### config.mk
export PLATFORM = sky130hd
export DESIGN_NAME = front_coding_word_compressor
export DESIGN_NICKNAME = d
export VERILOG_FILES = /design/src/fcwc_pkg.sv /design/src/front_coding_word_compressor.sv /design/src/fcwc_ram.sv /design/src/fcwc_front.sv /design/src/fcwc_queue.sv /design/src/fcwc_back.sv
export SDC_FILE = /design/constraint.sdc
export NUM_CORES = 2
export LEC_CHECK = 0
export BUFFER_PORTS_ARGS = -buffer_cell sky130_fd_sc_hd__buf_2
export CAP_MARGIN = 20
export CORE_AREA = 10 10 389 391
export CTS_CLUSTER_DIAMETER = 80
export DETAILED_ROUTE_END_ITERATION = 16
export DIE_AREA = 0 0 399 401
export MAX_ROUTING_LAYER = met4
export PLACE_DENSITY = 0.77
export SLEW_MARGIN = 25
export SYNTH_ARGS = -nofsm -noshare
export SYNTH_HDL_FRONTEND = slang
export SYNTH_SLANG_ARGS = --single-unit
### constraint.sdc
create_clock -name clk -period 6.26 [get_ports clk]
set_input_delay 1.252 -clock clk [delete_from_list [all_inputs] [get_ports clk]]
set_output_delay 1.252 -clock clk [all_outputs]
set_load 0.01 [all_outputs]
### src/fcwc_pkg.sv
`timescale 1ns / 1ps
`default_nettype none
// ----------------------------------------------------------------------------
// fcwc_pkg
// Shared types, constants and helpers of the front-coding word compressor.
// ----------------------------------------------------------------------------
package fcwc_pkg;

  // Character constants
  localparam logic [7:0] CHAR_ZERO    = 8'h30;  // '0'
  localparam logic [7:0] CHAR_UPPER_A = 8'h41;  // 'A'
  localparam logic [7:0] CHAR_LOWER_A = 8'h61;  // 'a'
  localparam logic [7:0] CHAR_LOWER_Z = 8'h7a;  // 'z', top of the code alphabet
  localparam logic [7:0] CHAR_NEWLINE = 8'h0a;

  // Largest value the code alphabet can express
  localparam int unsigned CODE_TOP = 61;

  // Depth of the queue between front and back
  localparam int unsigned QDEPTH = 4;
  localparam int unsigned QAW    = $clog2(QDEPTH);

  // One classified byte, handed from front to back
  typedef struct packed {
    logic [7:0] ch;
    logic       ch_valid;
    logic       word_end;
    logic       in_range;   // a compare against the previous word is allowed
    logic [7:0] prev_byte;  // previous word's byte at this position
    logic [7:0] code_at;    // code for this byte's position
    logic [7:0] code_end;   // code for the position after this byte
  } fcwc_item_t;

  // Map a shared length (0..61) to its code character
  function automatic logic [7:0] code_char(input logic [5:0] n);
    logic [5:0] v;
    v = (n > 6'(CODE_TOP)) ? 6'(CODE_TOP) : n;
    if (v < 6'd10) begin
      code_char = CHAR_ZERO + {2'b00, v};
    end else if (v < 6'd36) begin
      code_char = CHAR_UPPER_A + {2'b00, v - 6'd10};
    end else begin
      code_char = CHAR_LOWER_A + {2'b00, v - 6'd36};
    end
  endfunction

endpackage
`default_nettype wire

### src/front_coding_word_compressor.sv
`timescale 1ns / 1ps
`default_nettype none
// ----------------------------------------------------------------------------
// front_coding_word_compressor
// Front-codes a byte stream of words against the previous word.
// ----------------------------------------------------------------------------
//  Channel  Dir  tdata             tuser      tlast
//  s_axis   in   [7:0] ch          ch_valid   word_end
//  m_axis   out  [7:0] out_byte    -          line_last
//
//  Takes one input transaction per cycle while the queue has room; an item
//  gives 0 to 3 output bytes, and the back end issues one byte per cycle while
//  the sink is ready, so multi-byte items hold the back while a 4-entry
//  queue absorbs the front. Input reaches output via the word-store read, the
//  queue and output register. Reset clears position, previous length and the
//  match flag; the word store needs no clearing. Either side may stall freely.
// ----------------------------------------------------------------------------
module front_coding_word_compressor
  import fcwc_pkg::*;
#(
  parameter int unsigned WORD_MAX = 256,
  parameter int unsigned MAX_CODE = 61
) (
  input  wire logic       clk,
  input  wire logic       rst,
  input  wire logic       s_axis_tvalid,
  output logic            s_axis_tready,
  input  wire logic [7:0] s_axis_tdata,   // [7:0] ch
  input  wire logic       s_axis_tuser,   // [0] ch_valid
  input  wire logic       s_axis_tlast,
  output logic            m_axis_tvalid,
  input  wire logic       m_axis_tready,
  output logic [7:0]      m_axis_tdata,   // [7:0] out_byte
  output logic            m_axis_tlast
);

  logic         item_valid;
  fcwc_item_t   item;
  logic         head_valid;
  fcwc_item_t   head_item;
  logic         pop;
  logic [QAW:0] q_level;

  // Accept and classify
  fcwc_front #(
    .WORD_MAX (WORD_MAX),
    .MAX_CODE (MAX_CODE)
  ) u_front (
    .clk        (clk),
    .rst        (rst),
    .in_valid   (s_axis_tvalid),
    .in_ready   (s_axis_tready),
    .ch         (s_axis_tdata),
    .ch_valid   (s_axis_tuser),
    .word_end   (s_axis_tlast),
    .q_level    (q_level),
    .item_valid (item_valid),
    .item       (item)
  );

  // Decouple front and back
  fcwc_queue u_queue (
    .clk        (clk),
    .rst        (rst),
    .push       (item_valid),
    .push_item  (item),
    .pop        (pop),
    .head_valid (head_valid),
    .head_item  (head_item),
    .level      (q_level)
  );

  // Resolve and emit
  fcwc_back u_back (
    .clk        (clk),
    .rst        (rst),
    .head_valid (head_valid),
    .head_item  (head_item),
    .pop        (pop),
    .out_valid  (m_axis_tvalid),
    .out_ready  (m_axis_tready),
    .out_byte   (m_axis_tdata),
    .line_last  (m_axis_tlast)
  );

endmodule
`default_nettype wire

### src/fcwc_ram.sv
`timescale 1ns / 1ps
`default_nettype none
// ----------------------------------------------------------------------------
// fcwc_ram
// Generic single-write, single-read RAM with registered read (read-first).
// ----------------------------------------------------------------------------
module fcwc_ram #(
  parameter int unsigned WIDTH = 8,
  parameter int unsigned DEPTH = 256
) (
  input  wire logic                     clk,
  input  wire logic                     we,
  input  wire logic [$clog2(DEPTH)-1:0] wr_addr,
  input  wire logic [WIDTH-1:0]         wr_data,
  input  wire logic [$clog2(DEPTH)-1:0] rd_addr,
  output logic      [WIDTH-1:0]         rd_data
);

  logic [WIDTH-1:0] mem [DEPTH];

  // Write and registered read; a read at the written address returns old data
  always_ff @(posedge clk) begin
    if (we) begin
      mem[wr_addr] <= wr_data;
    end
    rd_data <= mem[rd_addr];
  end

endmodule
`default_nettype wire

### src/fcwc_front.sv
`timescale 1ns / 1ps
`default_nettype none
// ----------------------------------------------------------------------------
// fcwc_front
// Accept bytes, track the position and previous length, store the word and
// fetch the previous word's byte for the back end's compare.
// ----------------------------------------------------------------------------
module fcwc_front
  import fcwc_pkg::*;
#(
  parameter int unsigned WORD_MAX = 256,
  parameter int unsigned MAX_CODE = 61
) (
  input  wire logic             clk,
  input  wire logic             rst,
  input  wire logic             in_valid,
  output logic                  in_ready,
  input  wire logic [7:0]       ch,
  input  wire logic             ch_valid,
  input  wire logic             word_end,
  input  wire logic [QAW:0]     q_level,
  output logic                  item_valid,
  output fcwc_item_t            item
);

  localparam int unsigned AW = $clog2(WORD_MAX);
  localparam int unsigned PW = $clog2(WORD_MAX + 1);
  localparam int unsigned CW = (PW > 6) ? PW : 6;

  logic [PW-1:0] position, position_next;
  logic [PW-1:0] prev_len;
  logic [PW-1:0] pos_after;
  logic          accept;
  logic          store;
  logic [CW-1:0] pos_wide, after_wide;
  logic [5:0]    cap_at, cap_end;
  logic [7:0]    rd_data;

  // Staged descriptor, joined with RAM read data in the cycle after acceptance
  logic       st_valid;
  logic [7:0] st_ch;
  logic       st_ch_valid;
  logic       st_word_end;
  logic       st_in_range;
  logic [7:0] st_code_at;
  logic [7:0] st_code_end;

  // Admit only while queue plus in-flight item leave a free slot
  assign in_ready = ({1'b0, q_level} + {{(QAW + 1){1'b0}}, st_valid}) <
                    (QAW + 2)'(QDEPTH);
  assign accept   = in_valid && in_ready;
  assign store    = ch_valid && (position < PW'(WORD_MAX));
  assign pos_after = store ? position + PW'(1) : position;

  // Cap positions for the code characters
  assign pos_wide   = CW'(position);
  assign after_wide = CW'(pos_after);
  assign cap_at  = (pos_wide > CW'(MAX_CODE)) ? 6'(MAX_CODE) : pos_wide[5:0];
  assign cap_end = (after_wide > CW'(MAX_CODE)) ? 6'(MAX_CODE) : after_wide[5:0];

  assign position_next = word_end ? '0 : pos_after;

  // Word store: write this byte, read the previous word's byte at the same slot
  fcwc_ram #(
    .WIDTH (8),
    .DEPTH (WORD_MAX)
  ) u_word_ram (
    .clk     (clk),
    .we      (accept && store),
    .wr_addr (position[AW-1:0]),
    .wr_data (ch),
    .rd_addr (position[AW-1:0]),
    .rd_data (rd_data)
  );

  // Advance position and previous length
  always_ff @(posedge clk) begin
    if (rst) begin
      position <= '0;
      prev_len <= '0;
    end else if (accept) begin
      position <= position_next;
      if (word_end) begin
        prev_len <= pos_after;
      end
    end
  end

  // Stage valid
  always_ff @(posedge clk) begin
    if (rst) begin
      st_valid <= 1'b0;
    end else begin
      st_valid <= accept;
    end
  end

  // Stage payload
  always_ff @(posedge clk) begin
    if (accept) begin
      st_ch       <= ch;
      st_ch_valid <= ch_valid;
      st_word_end <= word_end;
      st_in_range <= (pos_wide < CW'(MAX_CODE)) && (position < prev_len);
      st_code_at  <= code_char(cap_at);
      st_code_end <= code_char(cap_end);
    end
  end

  // Hand the classified item to the queue
  assign item_valid     = st_valid;
  assign item.ch        = st_ch;
  assign item.ch_valid  = st_ch_valid;
  assign item.word_end  = st_word_end;
  assign item.in_range  = st_in_range;
  assign item.prev_byte = rd_data;
  assign item.code_at   = st_code_at;
  assign item.code_end  = st_code_end;

endmodule
`default_nettype wire

### src/fcwc_queue.sv
`timescale 1ns / 1ps
`default_nettype none
// ----------------------------------------------------------------------------
// fcwc_queue
// Short FIFO of classified items between front and back.
// ----------------------------------------------------------------------------
module fcwc_queue
  import fcwc_pkg::*;
(
  input  wire logic        clk,
  input  wire logic        rst,
  input  wire logic        push,
  input  wire fcwc_item_t  push_item,
  input  wire logic        pop,
  output logic             head_valid,
  output fcwc_item_t       head_item,
  output logic [QAW:0]     level
);

  fcwc_item_t     entries [QDEPTH];
  logic [QAW-1:0] wr_ptr;
  logic [QAW-1:0] rd_ptr;
  logic [QAW:0]   count;

  assign head_valid = (count != '0);
  assign head_item  = entries[rd_ptr];
  assign level      = count;

  // Pointers and fill count
  always_ff @(posedge clk) begin
    if (rst) begin
      wr_ptr <= '0;
      rd_ptr <= '0;
      count  <= '0;
    end else begin
      if (push) begin
        wr_ptr <= wr_ptr + QAW'(1);
      end
      if (pop) begin
        rd_ptr <= rd_ptr + QAW'(1);
      end
      unique case ({push, pop})
        2'b10:   count <= count + (QAW + 1)'(1);
        2'b01:   count <= count - (QAW + 1)'(1);
        default: count <= count;
      endcase
    end
  end

  // Entry storage
  always_ff @(posedge clk) begin
    if (push) begin
      entries[wr_ptr] <= push_item;
    end
  end

endmodule
`default_nettype wire

### src/fcwc_back.sv
`timescale 1ns / 1ps
`default_nettype none
// ----------------------------------------------------------------------------
// fcwc_back
// Resolve the prefix match, expand each item into its output bytes and
// drive them through an output register, one byte per cycle while the sink is ready.
// ----------------------------------------------------------------------------
module fcwc_back
  import fcwc_pkg::*;
(
  input  wire logic        clk,
  input  wire logic        rst,
  input  wire logic        head_valid,
  input  wire fcwc_item_t  head_item,
  output logic             pop,
  output logic             out_valid,
  input  wire logic        out_ready,
  output logic [7:0]       out_byte,
  output logic             line_last
);

  logic       still_matching, still_matching_next;
  logic [1:0] step, step_next;
  logic       match;
  logic       sm_mid;
  logic [1:0] n;
  logic [7:0] lst [3];
  logic       load;
  logic       final_step;
  logic [7:0] sel_byte;
  logic       sel_last;

  // Build the byte list of the head item
  always_comb begin
    lst[0] = '0;
    lst[1] = '0;
    lst[2] = '0;
    n      = 2'd0;
    match  = still_matching && head_item.in_range && (head_item.prev_byte == head_item.ch);
    sm_mid = head_item.ch_valid ? match : still_matching;
    if (head_item.ch_valid) begin
      if (still_matching && !match) begin
        lst[n] = head_item.code_at;
        n      = n + 2'd1;
        lst[n] = head_item.ch;
        n      = n + 2'd1;
      end else if (!still_matching) begin
        lst[n] = head_item.ch;
        n      = n + 2'd1;
      end
    end
    if (head_item.word_end) begin
      if (sm_mid) begin
        lst[n] = head_item.code_end;
        n      = n + 2'd1;
      end
      lst[n] = CHAR_NEWLINE;
      n      = n + 2'd1;
    end
  end

  // Step through the list
  assign final_step = (step == n - 2'd1);
  assign load       = head_valid && (n != 2'd0) && (!out_valid || out_ready);
  assign pop        = head_valid && ((n == 2'd0) || (load && final_step));
  assign sel_byte   = lst[step];
  assign sel_last   = head_item.word_end && final_step;

  always_comb begin
    step_next           = step;
    still_matching_next = still_matching;
    if (pop) begin
      step_next           = 2'd0;
      still_matching_next = head_item.word_end ? 1'b1 : sm_mid;
    end else if (load) begin
      step_next = step + 2'd1;
    end
  end

  // Control state
  always_ff @(posedge clk) begin
    if (rst) begin
      step           <= 2'd0;
      still_matching <= 1'b1;
      out_valid      <= 1'b0;
    end else begin
      step           <= step_next;
      still_matching <= still_matching_next;
      if (load) begin
        out_valid <= 1'b1;
      end else if (out_ready) begin
        out_valid <= 1'b0;
      end
    end
  end

  // Output register payload
  always_ff @(posedge clk) begin
    if (load) begin
      out_byte  <= sel_byte;
      line_last <= sel_last;
    end
  end

endmodule
`default_nettype wire
==> summary.md <==
| Metric | Value |
|---|---|
| Clock power share | `39.2%` |
| Final GP Congestion | `0.909` |
| Initial antenna violation count | `2` |
| Seq pwr share | `54.0%` |
| Nature of the critical path startpoint | `register` |
| CTS tree | `built` |
| Reg area | `67,600 um^2` |
| Root buffer cell | `clkbuf_16` |
| Met3 wire length | `20.3 mm` |
| Worst-path clk slew | `0.06 ns` |
| Synth Instances | `4,852` |
| Placed Instances | `6,563` |
| WL met1 | `78.7 mm` |
| Comb pwr share | `6.8%` |
| Max-Cap Viols | `0` |
| #FFs+latches synth | `2,264` |
| Yosys cell types | `70` |
| Actual slew at the worst max-slew pin | `1.21 ns` |
| RSZ-0062 raised after global routing | `no` |
| Routed wl met2 | `103 mm` |
| Initial Util | `62.8%` |
| Sw power | `6880 uW` |
| Vias per cell | `6.79` |
| Max H-tree Level | `4` |
| Sink Count | `2,264` |
| Crit Path Max Fanout | `21` |
| F_max | `177 MHz` |
| CP Capture Type | `register` |
| Largest net degree at the start of global routing | `208` |
| Leakage | `0.0295 uW` |
| DRT antenna net count | `0` |
| Number of global-route vias before repair | `46,400` |
| Dominant synthesized flop cell | `edfxtp_1` |
| Register area share after synthesis | `75.2%` |
| Post-CTS Setup Bufs | `0` |
| Setup Viol. Count Final | `0` |
| CP arrival | `6.39 ns` |
| Top sig layer | `met4` |
| Total grt overflow | `0` |
| Total Routing Usage GR | `26.8%` |
| Detailed Place HPWL | `117 mm` |
| Part of the cycle the worst path needs | `90.3%` |
| Number of enable flip-flop cells after synthesis | `2,224` |
| Run status | `complete, no violations` |
| Mapped Avg Cell Area | `18.5 um^2` |
| Synth-to-layout area growth | `9.99%` |
| Fin Clk Skew | `0.0258 ns` |
| Maximum vdd drop | `327 uV` |
| Nets | `4,940` |
| # fillers | `8,632` |
| CTS buffer count | `209` |
| Multi-input gate area | `20,900 um^2` |
| Final Max Slew Viols | `0` |
| Drt pass-1 iters | `6` |
| Clk buf depth | `3` |
| Fin. Hold Viols | `0` |
| Setup TNS Final | `0 ns` |
| DR WL/cell | `30.3 um` |
| Via count | `47,200` |
| Hold_buf cts | `0` |
| Synthesis Warnings | `0` |
| DRT iter0 DRCs | `5,703` |
| Total wire length | `211 mm` |
| Worst skew pair latency | `0.83 ns` |
| Layout cell share with drive strength beyond 1 | `14.3%` |
| Layout Cells excl Fill | `6,955` |
| Synth async-reset ratio | `0%` |
| Die X | `399 um` |
| Die extent in y | `401 um` |
| Row count | `139` |
| Post-layout min period | `5.65 ns` |
| Int Power | `24,600 uW` |
| First-pass GRT wire length | `309 mm` |
| Slew headroom | `19.3%` |
| Setup CP Type | `reg2reg` |
| CP required | `7.00 ns` |
| PortBufs | `24` |
| Power Density | `319 nW/um^2` |
| Die area | `160,000 um^2` |
| Switching Share | `21.8%` |
| Io pins | `25` |
| Std-Cell Core Area | `143,000 um^2` |
| Final routed DRC violation total | `0` |
| Net Count, Synth | `4,919` |
| Hold Crit Class | `reg2reg` |
| Cell Area, Synth | `89,800 um^2` |
-- repair_timing --
action | in CTS | in global routing
hold endpoints to repair | 0 | 0
endpoints found under the setup margin | 0 | 1
resized for setup | 0 | 1
-- cell type report --
cell class	count	area share, %
antenna	2	0.00507
inverter	48	0.185
tap	1903	2.41
multi-input combinational	2243	21.2
clock inverter	132	1.17
clock buffer	256	5.54
sequential	2264	68.4
timing repair buffer	107	1.08
-- metal layers --
layer  vias up  GRT usage (%)
met5         -              -
met4         0           10.1
met3       487           5.48
met2      2622           41.1
met1     24100           35.6
li1      19900              -
-- worst paths after layout --
check                                       startpoint                    end  slack, ns  depth (start not counted)
worst min register to register  u_front.st_code_end[6]  u_queue.entries[0][6]       0.50                          0
worst max register to register                register       u_queue.level[2]       0.61                         21
worst max-delay path                          register       u_queue.level[2]       0.61                         21
worst min-delay path            u_front.st_code_end[6]  u_queue.entries[0][6]       0.50                          0
-- sequential cells by signal (all words and copies together), names as in the netlist, named ones only --
signal and count:
u_queue.wr_ptr 2, u_back.out_byte 8, u_queue.rd_ptr 2, u_queue.entries 140
u_front.pos_wide 9, u_front.st_word_end 1, u_back.still_matching 1, u_queue.level 3
u_front.u_word_ram.mem 2048, u_front.prev_len 9, u_front.st_in_range 1, u_front.st_code_at 8
u_back.step 2, u_front.st_ch 8, u_front.item_valid 1, u_front.u_word_ram.rd_data 8
u_front.st_ch_valid 1, u_back.line_last 1, u_back.out_valid 1, u_front.st_code_end 8
-- logic make-up (layout without fill, tap and decap cells) --
logic type	after synthesis	count (layout)	synth area share, %
adder cells (fa/ha/maj)	53	53	0.747
multiplexers	817	817	13.3
other	0	2	0
flip-flops	2264	2264	75.2
AND/OR/NAND/NOR	659	659	3.15
buffers and inverters	345	543	1.57
XOR/XNOR	36	36	0.351
AO/OA/AOI/OAI	678	678	5.63
-- cells in the mapped netlist, types with 40 or more instances --
master,instances,area [um^2]
o22ai_1,132,826
clkbuf_1,208,781
ha_1,52,651
o221ai_1,256,2240
mux2i_1,516,5160
inv_1,48,180
dfxtp_1,40,801
edfxtp_1,2224,66800
buf_2,56,280
a211oi_1,130,976
nand2_1,202,758
a21oi_1,59,295
nor2_1,329,1230
mux4_2,288,6490
-- metrics by stage --
step	worst slack (ns)	instance area, um^2	power (uW)	utilization [%]	hold slack, ns
2_1_floorplan	1.23	89800	18700	-	0.438
3_3_place_gp	0.513	92100	19400	64.3	0.465
3_5_place_dp	0.433	92100	19500	64.3	0.481
4_1_cts	0.369	98700	31600	69.0	0.490
5_1_grt	0.223	98800	32400	69.0	0.523
6_report	0.608	98800	31500	69.0	0.500
-- worst max-delay path, cell delays in order (launching register included) --
cell and delay [ns]:
dfxtp_4 0.58, buf_4 0.19, mux4_2 0.53, xnor2_1 0.21, nand3_1 0.12, or3_1 0.50, and2_4 0.20, nand2_2 0.09
ha_1 0.23, o21ai_0 0.31, ha_1 0.30, a21oi_1 0.14, ha_1 0.26, xor2_1 0.31, a41oi_2 0.24, nor2_2 0.15
ha_1 0.19, inv_1 0.06, fa_1 0.37, xor2_1 0.16, or3_1 0.30, a21oi_1 0.14
-- power by group through the flow --
stage          Combinational (uW)  Clock [uW]  Sequential [uW]
3_3_place_gp                 2110           0            17300
5_1_grt                      2320       13000            17000
3_5_place_dp                 2150           0            17300
6_report                     2160       12400            17000
4_1_cts                      2160       12400            17000
2_1_floorplan                1470           0            17300
-- cell usage in the layout (no fill, tap or decap), types with 17 or more instances in the layout --
| master | count |
|---|---|
| a211oi_1 | 130 |
| a21oi_1 | 59 |
| buf_4 | 65 |
| bufinv_16 | 17 |
| clkbuf_1 | 44 |
| clkbuf_16 | 212 |
| clkinv_1 | 61 |
| clkinv_2 | 31 |
| dfxtp_1 | 35 |
| edfxtp_1 | 2224 |
| ha_1 | 52 |
| inv_1 | 47 |
| mux2i_1 | 516 |
| mux4_2 | 288 |
| nand2_1 | 187 |
| nor2_1 | 328 |
| o21ai_0 | 27 |
| o221ai_1 | 256 |
| o22ai_1 | 132 |
| or4_1 | 24 |
| xnor2_1 | 29 |
Power figures use the tool's default switching activity.
